File: src/rtl/ppef_pkg.sv
// ----------------------------------------------------------------------------
// ppef_pkg
// shared types, sizes and character codes of the printer pass-through filter
// ----------------------------------------------------------------------------
package ppef_pkg;

    // sequence store sizing
    localparam int SEQ_DEPTH = 16;
    localparam int IDX_W     = $clog2(SEQ_DEPTH);
    localparam int LEN_W     = $clog2(SEQ_DEPTH + 1);

    // control characters
    localparam logic [7:0] CH_NUL  = 8'h00;
    localparam logic [7:0] CH_XON  = 8'h11;
    localparam logic [7:0] CH_XOFF = 8'h13;
    localparam logic [7:0] CH_ESC  = 8'h1B;
    localparam logic [7:0] CH_CSI  = 8'h9B;

    // printable characters used by the sequence parser
    localparam logic [7:0] CH_4      = 8'h34;
    localparam logic [7:0] CH_5      = 8'h35;
    localparam logic [7:0] CH_7      = 8'h37;
    localparam logic [7:0] CH_8      = 8'h38;
    localparam logic [7:0] CH_I      = 8'h69;
    localparam logic [7:0] CH_LBRACK = 8'h5B;
    localparam logic [7:0] CH_AT     = 8'h40;
    localparam logic [7:0] CH_LT     = 8'h3C;
    localparam logic [7:0] CH_EQ     = 8'h3D;
    localparam logic [7:0] CH_GT     = 8'h3E;
    localparam logic [7:0] CH_TILDE  = 8'h7E;
    localparam logic [7:0] CH_HASH   = 8'h23;

    // action that the current input item calls for
    localparam logic [1:0] ACT_NONE   = 2'd0;
    localparam logic [1:0] ACT_PASS   = 2'd1;
    localparam logic [1:0] ACT_MARK   = 2'd2;
    localparam logic [1:0] ACT_REPLAY = 2'd3;

    // commands from controller to datapath
    typedef struct packed {
        logic take;      // input item accepted this cycle
        logic load_rep;  // load next replay byte into the output register
    } ppef_cmd_t;

    // status from datapath to controller
    typedef struct packed {
        logic       out_free;  // output register can take a new item
        logic [1:0] act;       // action of the item on the input
        logic       rep_last;  // replay index points at the final stored byte
    } ppef_stat_t;

endpackage

File: src/rtl/ppef_ctrl.sv
// ----------------------------------------------------------------------------
// ppef_ctrl
// controller: runs the input side and steps through sequence replays
// ----------------------------------------------------------------------------
module ppef_ctrl (
    input  logic               clk,
    input  logic               rst_n,
    input  logic               s_tvalid,
    output logic               s_tready,
    input  ppef_pkg::ppef_stat_t stat,
    output ppef_pkg::ppef_cmd_t  cmd
);
    import ppef_pkg::*;

    localparam logic ST_RUN    = 1'b0;
    localparam logic ST_REPLAY = 1'b1;

    logic state_reg;
    logic state_next;

    // handshake and commands
    always_comb
    begin
        s_tready     = 1'b0;
        cmd.take     = 1'b0;
        cmd.load_rep = 1'b0;
        state_next   = state_reg;
        case (state_reg)
            ST_RUN:
            begin
                s_tready = stat.out_free;
                cmd.take = s_tvalid & stat.out_free;
                if (cmd.take && stat.act == ACT_REPLAY)
                begin
                    state_next = ST_REPLAY;
                end
            end
            ST_REPLAY:
            begin
                cmd.load_rep = stat.out_free;
                if (stat.out_free && stat.rep_last)
                begin
                    state_next = ST_RUN;
                end
            end
            default:
            begin
                state_next = ST_RUN;
            end
        endcase
    end

    // state register
    always_ff @(posedge clk or negedge rst_n)
    begin
        if (!rst_n)
        begin
            state_reg <= ST_RUN;
        end
        else
        begin
            state_reg <= state_next;
        end
    end

endmodule

File: src/rtl/ppef_dp.sv
// ----------------------------------------------------------------------------
// ppef_dp
// datapath: byte classifier, sequence store, replay index and output register
// ----------------------------------------------------------------------------
module ppef_dp (
    input  logic                 clk,
    input  logic                 rst_n,
    input  logic [7:0]           s_tdata,    // in_byte
    output logic                 m_tvalid,
    input  logic                 m_tready,
    output logic [7:0]           m_tdata,    // out_byte
    output logic [2:0]           m_tuser,    // has_byte, leave_mode, truncated
    output logic                 m_tlast,
    input  ppef_pkg::ppef_cmd_t  cmd,
    output ppef_pkg::ppef_stat_t stat
);
    import ppef_pkg::*;

    logic [7:0]       store_reg [SEQ_DEPTH];
    logic             in_seq_reg;
    logic             in_seq_next;
    logic [LEN_W-1:0] len_reg;
    logic [LEN_W-1:0] len_next;
    logic             ovf_reg;
    logic             ovf_next;
    logic [7:0]       prev_reg;
    logic [7:0]       prev_next;
    logic [IDX_W-1:0] rep_idx_reg;
    logic [IDX_W-1:0] rep_idx_next;

    logic             out_valid_reg;
    logic             out_valid_next;
    logic [7:0]       out_byte_reg;
    logic             out_has_reg;
    logic             out_leave_reg;
    logic             out_trunc_reg;
    logic             out_last_reg;

    logic [7:0] b;
    logic       is_ctl_drop;
    logic       is_open;
    logic       is_letter;
    logic       is_term;
    logic       room;
    logic       is_match;
    logic       wr_en;
    logic [IDX_W-1:0] wr_idx;
    logic [1:0] act;
    logic       out_free;
    logic       rep_last;

    assign b = s_tdata;

    // byte classification
    always_comb
    begin
        is_ctl_drop = (b == CH_XON) || (b == CH_XOFF) || (b == CH_NUL);
        is_open     = (b == CH_ESC) || (b == CH_CSI);
        is_letter   = (b >= 8'h41 && b <= 8'h5A) || (b >= 8'h61 && b <= 8'h7A);
        is_term     = is_letter
                   || (b == CH_AT) || (b == CH_LT) || (b == CH_EQ)
                   || (b == CH_GT) || (b == CH_TILDE)
                   || (prev_reg == CH_HASH)
                   || ((prev_reg == CH_ESC) && ((b == CH_7) || (b == CH_8)));
        room        = len_reg < LEN_W'(SEQ_DEPTH - 1);
        // exactly ESC [ 4 i or ESC [ 5 i once the terminator lands
        is_match    = (len_reg == LEN_W'(3)) && (store_reg[1] == CH_LBRACK)
                   && ((store_reg[2] == CH_4) || (store_reg[2] == CH_5))
                   && (b == CH_I);
    end

    // action of the item on the input
    always_comb
    begin
        if (!in_seq_reg)
        begin
            act = (is_ctl_drop || is_open) ? ACT_NONE : ACT_PASS;
        end
        else if (!is_term)
        begin
            act = ACT_NONE;
        end
        else if (is_match)
        begin
            act = (store_reg[2] == CH_4) ? ACT_MARK : ACT_NONE;
        end
        else
        begin
            act = ACT_REPLAY;
        end
    end

    assign out_free = !out_valid_reg || m_tready;
    assign rep_last = (LEN_W'(rep_idx_reg) + LEN_W'(1)) == len_reg;

    // status to the controller
    assign stat = {out_free, act, rep_last};

    // sequence state update
    always_comb
    begin
        in_seq_next  = in_seq_reg;
        len_next     = len_reg;
        ovf_next     = ovf_reg;
        prev_next    = prev_reg;
        rep_idx_next = rep_idx_reg;
        wr_en        = 1'b0;
        if (cmd.take)
        begin
            rep_idx_next = '0;
            if (!in_seq_reg)
            begin
                if (is_open)
                begin
                    in_seq_next = 1'b1;
                    ovf_next    = 1'b0;
                    if (b == CH_CSI)
                    begin
                        len_next  = LEN_W'(2);
                        prev_next = CH_LBRACK;
                    end
                    else
                    begin
                        len_next  = LEN_W'(1);
                        prev_next = CH_ESC;
                    end
                end
            end
            else if (!is_term)
            begin
                if (room)
                begin
                    wr_en     = 1'b1;
                    len_next  = len_reg + LEN_W'(1);
                    prev_next = b;
                end
                else
                begin
                    ovf_next = 1'b1;
                end
            end
            else
            begin
                // terminator always has the reserved last slot
                wr_en       = 1'b1;
                len_next    = len_reg + LEN_W'(1);
                prev_next   = b;
                in_seq_next = 1'b0;
            end
        end
        else if (cmd.load_rep)
        begin
            rep_idx_next = rep_idx_reg + IDX_W'(1);
        end
    end

    assign wr_idx = len_reg[IDX_W-1:0];

    // sequence store
    always_ff @(posedge clk)
    begin
        if (cmd.take && !in_seq_reg && is_open)
        begin
            store_reg[0] <= CH_ESC;
            store_reg[1] <= CH_LBRACK;
        end
        else if (wr_en)
        begin
            store_reg[wr_idx] <= b;
        end
    end

    // control registers
    always_ff @(posedge clk or negedge rst_n)
    begin
        if (!rst_n)
        begin
            in_seq_reg    <= 1'b0;
            len_reg       <= '0;
            ovf_reg       <= 1'b0;
            prev_reg      <= '0;
            rep_idx_reg   <= '0;
            out_valid_reg <= 1'b0;
        end
        else
        begin
            in_seq_reg    <= in_seq_next;
            len_reg       <= len_next;
            ovf_reg       <= ovf_next;
            prev_reg      <= prev_next;
            rep_idx_reg   <= rep_idx_next;
            out_valid_reg <= out_valid_next;
        end
    end

    // output register valid
    always_comb
    begin
        out_valid_next = out_valid_reg && !m_tready;
        if ((cmd.take && (act == ACT_PASS || act == ACT_MARK)) || cmd.load_rep)
        begin
            out_valid_next = 1'b1;
        end
    end

    // output register payload
    always_ff @(posedge clk)
    begin
        if (cmd.load_rep)
        begin
            out_byte_reg  <= store_reg[rep_idx_reg];
            out_has_reg   <= 1'b1;
            out_leave_reg <= 1'b0;
            out_trunc_reg <= ovf_reg;
            out_last_reg  <= rep_last;
        end
        else if (cmd.take && act == ACT_PASS)
        begin
            out_byte_reg  <= b;
            out_has_reg   <= 1'b1;
            out_leave_reg <= 1'b0;
            out_trunc_reg <= 1'b0;
            out_last_reg  <= 1'b1;
        end
        else if (cmd.take && act == ACT_MARK)
        begin
            out_byte_reg  <= '0;
            out_has_reg   <= 1'b0;
            out_leave_reg <= 1'b1;
            out_trunc_reg <= 1'b0;
            out_last_reg  <= 1'b1;
        end
    end

    assign m_tvalid = out_valid_reg;
    assign m_tdata  = out_byte_reg;
    assign m_tuser  = {out_trunc_reg, out_leave_reg, out_has_reg};
    assign m_tlast  = out_last_reg;

endmodule

File: src/rtl/printer_passthrough_escape_filter.sv
// ----------------------------------------------------------------------------
// printer_passthrough_escape_filter
// printer controller mode byte filter with escape sequence buffering
// ----------------------------------------------------------------------------
// Ordinary bytes, the sequence bytes being buffered and dropped control bytes
// are each one input item, so the input runs at one item per cycle while no
// replay runs and the output register is free. A terminator that finishes a
// sequence to be replayed holds the input until every stored byte (at most
// the store depth) has been loaded: the single output register is loaded from
// the store one entry per cycle. An ESC[4i gives one mode-exit item (has_byte 0,
// leave_mode 1); ESC[5i gives nothing. Output back-pressure adds its own stalls.
module printer_passthrough_escape_filter (
    input  logic       clk,
    input  logic       rst_n,
    input  logic       s_tvalid,
    output logic       s_tready,
    input  logic [7:0] s_tdata,   // in_byte
    output logic       m_tvalid,
    input  logic       m_tready,
    output logic [7:0] m_tdata,   // out_byte
    output logic [2:0] m_tuser,   // has_byte, leave_mode, truncated
    output logic       m_tlast    // last
);
    import ppef_pkg::*;

    ppef_cmd_t  cmd;
    ppef_stat_t stat;

    // sequencing of input and replay
    ppef_ctrl u_ctrl (
        .clk      (clk),
        .rst_n    (rst_n),
        .s_tvalid (s_tvalid),
        .s_tready (s_tready),
        .stat     (stat),
        .cmd      (cmd)
    );

    // store, classifier and output register
    ppef_dp u_dp (
        .clk      (clk),
        .rst_n    (rst_n),
        .s_tdata  (s_tdata),
        .m_tvalid (m_tvalid),
        .m_tready (m_tready),
        .m_tdata  (m_tdata),
        .m_tuser  (m_tuser),
        .m_tlast  (m_tlast),
        .cmd      (cmd),
        .stat     (stat)
    );

endmodule

File: config.mk
export PLATFORM = sky130hd
export DESIGN_NAME = printer_passthrough_escape_filter
export DESIGN_NICKNAME = d
export VERILOG_FILES = /design/src/rtl/ppef_pkg.sv /design/src/rtl/ppef_ctrl.sv /design/src/rtl/ppef_dp.sv /design/src/rtl/printer_passthrough_escape_filter.sv
export SDC_FILE = /design/constraint.sdc
export NUM_CORES = 1
export LEC_CHECK = 0
export ABC_AREA = 1
export BUFFER_PORTS_ARGS = -buffer_cell sky130_fd_sc_hd__buf_2
export CAP_MARGIN = 30
export CORE_ASPECT_RATIO = 0.6
export CORE_MARGIN = 4
export CORE_UTILIZATION = 33
export CTS_BUF_LIST = sky130_fd_sc_hd__clkbuf_16
export DETAILED_ROUTE_END_ITERATION = 10
export PLACE_DENSITY = 0.5
export SYNTH_ARGS = -nofsm -noshare
export SYNTH_HDL_FRONTEND = slang
export SYNTH_HIERARCHICAL = 1
export SYNTH_SLANG_ARGS = --single-unit
export TNS_END_PERCENT = 30
File: constraint.sdc
create_clock -name clk -period 2.69 [get_ports clk]
set_clock_uncertainty 0.1 [all_clocks]
set_input_delay 0.538 -clock clk [delete_from_list [all_inputs] [get_ports clk]]
set_output_delay 0.538 -clock clk [all_outputs]
set_load 0.005 [all_outputs]
## Word-level counts from Yosys, hierarchy flattened

Memory sizes are Yosys's and may differ from the RTL's.
Cells that the tools add are included.
Widths: inputs -> output; s select.

| word-level totals | value |
|---|---|
| register bits after elaboration | 33 |
| RAM bits | 128 |
| input port bits | 12 |
| output and inout bits | 14 |
| word-level logic and storage cells | 142 |
| memories | 1 |

Memories:

| name | depth | width | rd ports | clocked after memory_dff | wr ports | RTL line | RTL |
|---|---|---|---|---|---|---|---|
| u_dp.store_reg | 16 | 8 | 3 | 0 | 2 | ppef_dp.sv:19 | `logic [7:0] store_reg [SEQ_DEPTH];` |

| operators by class | value |
|---|---|
| add/subtract/negate cells | 3 |
| order comparisons | 5 |
| equality and inequality tests | 25 |
| multiplexer cells | 52 |
| bitwise gates (word level) | 2 |
| reduce and logical (&&, ||, !) cells | 42 |

Operator list:

| cell | count |
|---|---|
| $eq 8x6->1 const B | 8 |
| $mux 8 | 8 |
| $eq 8x5->1 const B | 4 |
| $eq 8x7->1 const B | 4 |
| $mux 1 | 30 |
| $mux 5 | 4 |
| $logic_or 1x1->1 | 17 |
| $ge 8x7->1 const B | 2 |
| $le 8x7->1 const B | 2 |
| $logic_and 1x1->1 | 14 |
| $mux 4 | 3 |
| $mux 2 | 5 |
| $eq 8x8->1 const B | 1 |
| $logic_not 8->1 | 1 |
| $reduce_or 8->1 | 1 |
| $mux 7 | 1 |
| $add 4x1->5 const B | 1 |
| $add 5x1->5 const B | 1 |
| $eq 5x2->1 const B | 1 |
| $eq 5x5->1 | 1 |
| $lt 5x4->1 const B | 1 |
| $add 4x1->4 const B | 1 |
| $eq 2x2->1 const B | 2 |
| $ne 2x2->1 const B | 2 |
| 11 further kinds | 14 |

## Longest topological paths before layout

| depth | value |
|---|---|
| word-level depth | 18 |
| depth in mapped cells | 18 |
| depth with buffers taken out | 17 |

## Modules after synthesis

Netlist, hierarchy kept.

Modules (own cells, without submodules):

| module | instances | cells an instance | area an instance (um^2) | seq. area each (um^2) |
|---|---|---|---|---|
| ppef_dp | 1 | 701 | 7343.3 | 4684.5 |
| ppef_ctrl | 1 | 13 | 72.6 | 25.0 |

## Least setup slack after synthesis

OpenSTA, ideal clock, no wires.

| timing path | value |
|---|---|
| path kind | input to register |
| start point | input port s_tdata[2] |
| end point | register u_dp.out_byte_reg[0] (netlist: u_dp/m_tdata[0]) (enable) |
| setup time | 313 ps |
| data arrival time | 2324 ps |
| data required time | 2277 ps |
| path slack | -47 ps |
| stages | 16 |
| path buffers | 1 |
| cell sequence | buf_4 > nor2_2 > inv_2 > nor2_2 > nand2_1 > a21oi_2 > nor2_4 > nand2_1 > nand3_1 > nand2_1 > inv_1 > ha_1 > nand2_1 > clkinv_1 > nor2_1 > nand2_1 |

RTL lines:

| what | RTL line | RTL |
|---|---|---|
| from (decl) | printer_passthrough_escape_filter.sv:17 | `input logic [7:0] s_tdata,` |
| to (signal assigned) | ppef_dp.sv:211 | `out_byte_reg <= store_reg[rep_idx_reg];` |
| to (decl) | ppef_dp.sv:33 | `logic [7:0] out_byte_reg;` |

==> results by group <==
Yosys
  • Post-Synth Simple-Gate Area: ~19%
  • Largest family of logic cells by synthesized area: simple AND/OR/NAND/NOR gates
  • Synth Area in Compound Gates: under 10%
  • Count of state elements after synthesis: ~160
  • Syn avg cell area: about 10 µm²
  • Post-synthesis mux area share: around 2.2%
  • Mapped Cells: between 700 and 800
  • Post-synth EDFFs: between 100 and 150
  • Yosys warns: 6
  • Post-Syn Area: ~0.0074 mm²
  • XOR/XNOR share of the synthesized area: less than 1%
  • Top FF cell, synth: edfxtp_1
  • Async set-reset flop share out of synthesis: 13.04%
  • Synth top area cells: edfxtp_1, nand2_1, dfrtp_1, nor2_1, o21ai_0
  • Synth Area in Adders: between 1 and 1.5%
  • Sequential share of the synthesized area: between 60% and 70%
  • Post-synth cell types: 38
  • Top-area cell type share of the netlist area: between 50% and 60%
  • Syn_nets: ~730
  • Biggest area consumer among synthesized cells: edfxtp_1

Final layout
  • P&R area growth vs syn: 21.44%
  • Layout cells sized above 1: between 20% and 30%
  • Commonest non-fill, non-tap cell in the layout: nand2_1
  • Max reg flops: ~130
  • Most frequent cells in the layout: nand2_1, edfxtp_1, buf_4, nor2_1, o21ai_0
  • Diodes inserted: 0
  • Nets: roughly 830
  • Non-Filler Instances: approximately 1100

Global routing
  • Largest net degree at the start of global routing: between 70 and 80
  • Number of global-route vias before repair: roughly 5500
  • Total GRT Usage: 17.54%
  • Grt total ovfl: 0
  • First-pass GRT wire length: between 30000 and 40000 µm
  • Initial antenna violation count: 1

Run
  • Max cap viols: 0

Route
  • Routed wl met3: ~2200 µm
  • DRC errors left: 0
  • Final wirelength: 21380 µm
  • M1 WL: ~11000 µm
  • Via/cell ratio: 5.118
  • DRT iter0 DRCs: between 500 and 600
  • Via count: 5666
  • Top sig layer: met5
  • First drt pass iteration count: 5
  • Met2 WL: approximately 8000 µm
  • Drt wl/cell: just under 20 µm
  • Detail Route Antenna Nets: 0

Power
  • Leak: ~0.0035 µW
  • Pwr dens: around 670 mW/mm²
  • Peak supply drop: roughly 0.00047 V

Clock tree
  • CTS Sinks: 161
  • Root Buffer: clkbuf_16
  • Worst-Skew Late Latency: about 0.43 ns
  • Post-CTS setup buffer count: 0
  • CTS max path bufs: 2
  • H-tree Lvls: 4
  • Cts bufs inserted: 17
  • Clk slew on worst S/H paths: 0.06 ns
  • CTS tree: built

Die
  • Initial Utilization: about a third
  • Top Ports: 26
  • Row count: 42
  • Die ar.: 0.02501 mm²
  • DIE WIDTH: 201.5 µm
  • Die H: 124.1 µm
  • Core footprint: 0.02207 mm²

Worst setup path
  • CP peak stage delay: 0.39 ns
  • CP Buf/Inv Count: 3
  • Worst path top cell family by delay: simple AND/OR/NAND/NOR gates
  • Startpoint types: flip-flop
  • CP Max Fanout: 8
  • Most used cell, CP: nand2_1
  • Worst EP required: approximately 2.7 ns
  • Slowest stage cell, crit path: dfrtp_1
  • Crit path kind: reg -> reg
  • Crit path cell chain: nor2_2 > nand2_1 > nor2_1 > nand3_1 > nand3_2 > nor2_4 > nand2_1 > nand3_1 > nand2_1 > inv_1 > ha_1 > nand2_1 > clkinv_1 > buf_4 > nand3_1 > o21ai_0
  • CP arrival: between 2 and 3 ns
  • Critical Path End Type: flip-flop

Timing
  • Final TNS setup: 0 ns
  • RSZ-0062 raised after global routing: no
  • Pins Over Slew Limit: 0
  • Max Clk Rate: 0.3972 GHz
  • Final hold slack: about 0.35 ns
  • Final Critical Period: between 2 and 3 ns
  • Final setup viols: 0
  • Rel. slew slack: 41.45%
  • Final Hold Viols: 0
  • Crit share post-route: 93.59%
  • Worst-Margin Slew: 0.8782 ns

Status
  • Status: finished, final reports clean

Place
  • Placed Instances: around 1100
  • I/O Buffers: 25
  • DP HPWL: 15410 µm
  • Routability Congestion: 0.9176

Min path
  • Hold Path Class: reg -> reg
[worst reg2reg max path, cell delays in order, from the launching register on]
cell	delay, ns
dfrtp_1	0.39
nor2_2	0.19
nand2_1	0.08
nor2_1	0.18
nand3_1	0.11
nand3_2	0.11
nor2_4	0.04
nand2_1	0.10
nand3_1	0.10
nand2_1	0.10
inv_1	0.04
ha_1	0.18
nand2_1	0.09
clkinv_1	0.10
buf_4	0.18
nand3_1	0.06
o21ai_0	0.08
[per-layer routing]
layer  vias to the layer above  track usage [%]
met1                      2752            27.43
met5                         -                0
li1                       2662                -
met2                       233            22.37
met4                         2            4.352
met3                        17            6.479
[layout make-up]
cell class | instances | area [µm²]
Clock buffer | 17 | 425.4
Clock inverter | 15 | 165.2
Fill cell | 2148 | 13070
Inverter | 49 | 183.9
Multi-Input combinational cell | 469 | 2372
Sequential cell | 161 | 4711
Tap cell | 286 | 357.8
Timing Repair Buffer | 110 | 790.8
[where the power goes]
group / total [µW] / switching [µW] / internal (µW) / leakage [µW]
clock: 2450 / 995 / 1450 / 0.000288
sequential: 2850 / 50.4 / 2800 / 0.00154
combinational: 729 / 481 / 248 / 0.00166
[cells in the mapped netlist (3+ instances only)]
cell type and instances:
buf_2 6, nand4_1 17, nor2_1 79, nand2_1 170, xor2_1 3, nand3b_1 4, clkinv_1 4, nand3_1 29
o21ai_1 7, dfrtp_1 21, buf_6 3, buf_4 7, nand2_2 3, o211ai_1 9, nor2_2 4, ha_1 7
mux2i_1 16, nor3_1 4, edfxtp_1 138, xnor2_1 3, clkbuf_1 18, nand3_2 4, inv_2 10, inv_1 35
o22ai_1 15, o21ai_0 49, a21oi_1 34
[cell families (layout without fill, tap and decap cells)]
| family | after synthesis | in the layout |
|---|---|---|
| mux | 16 | 16 |
| xor+xnor | 6 | 6 |
| flops | 161 | 161 |
| fa+ha+maj | 7 | 7 |
| simple gates | 320 | 320 |
| buf+inv | 84 | 191 |
| compound gates | 120 | 120 |
[path summary, 6_finish.rpt]
kind	start	endpoint	slack, ns	depth (start not counted)
worst min register to register	u_dp/out_has_reg$_SDFFE_PP1P_	u_dp/out_has_reg$_SDFFE_PP1P_	0.35	2
worst min-delay path	u_dp/out_has_reg$_SDFFE_PP1P_	u_dp/out_has_reg$_SDFFE_PP1P_	0.35	2
min in group asynchronous	rst_n	u_dp/prev_reg[7]$_DFFE_PN0P_	0.52	2
worst max-delay path	u_dp/prev_reg[7]$_DFFE_PN0P_	u_dp/m_tdata[5]$_DFFE_PP_	0.17	16
max in group asynchronous	rst_n	u_dp/rep_idx_reg[0]$_DFFE_PN0P_	1.60	2
worst max register to register	u_dp/prev_reg[7]$_DFFE_PN0P_	u_dp/m_tdata[5]$_DFFE_PP_	0.17	16
[per-stage QoR]
step	total power [µW]	setup slack [ns]	instance area, µm²	utilization (%)
3_3_place_gp	3604	-0.1380	8371	37.93
3_5_place_dp	3615	-0.1615	8371	37.93
4_1_cts	6072	0.06616	8977	40.67
5_1_grt	6282	0.01403	9006	40.81
2_1_floorplan	3301	0.02137	7418	-
6_report	6032	0.1725	9006	40.81
[what timing repair did]
| item | 4_1_cts | 5_1_grt |
|---|---|---|
| gates resized for setup | 1 | 6 |
| hold buffers | 1 | 0 |
| endpoints found under the setup margin | 10 | 15 |
| hold endpoints to repair | 21 | 0 |
(Power assumes the default switching activity.)
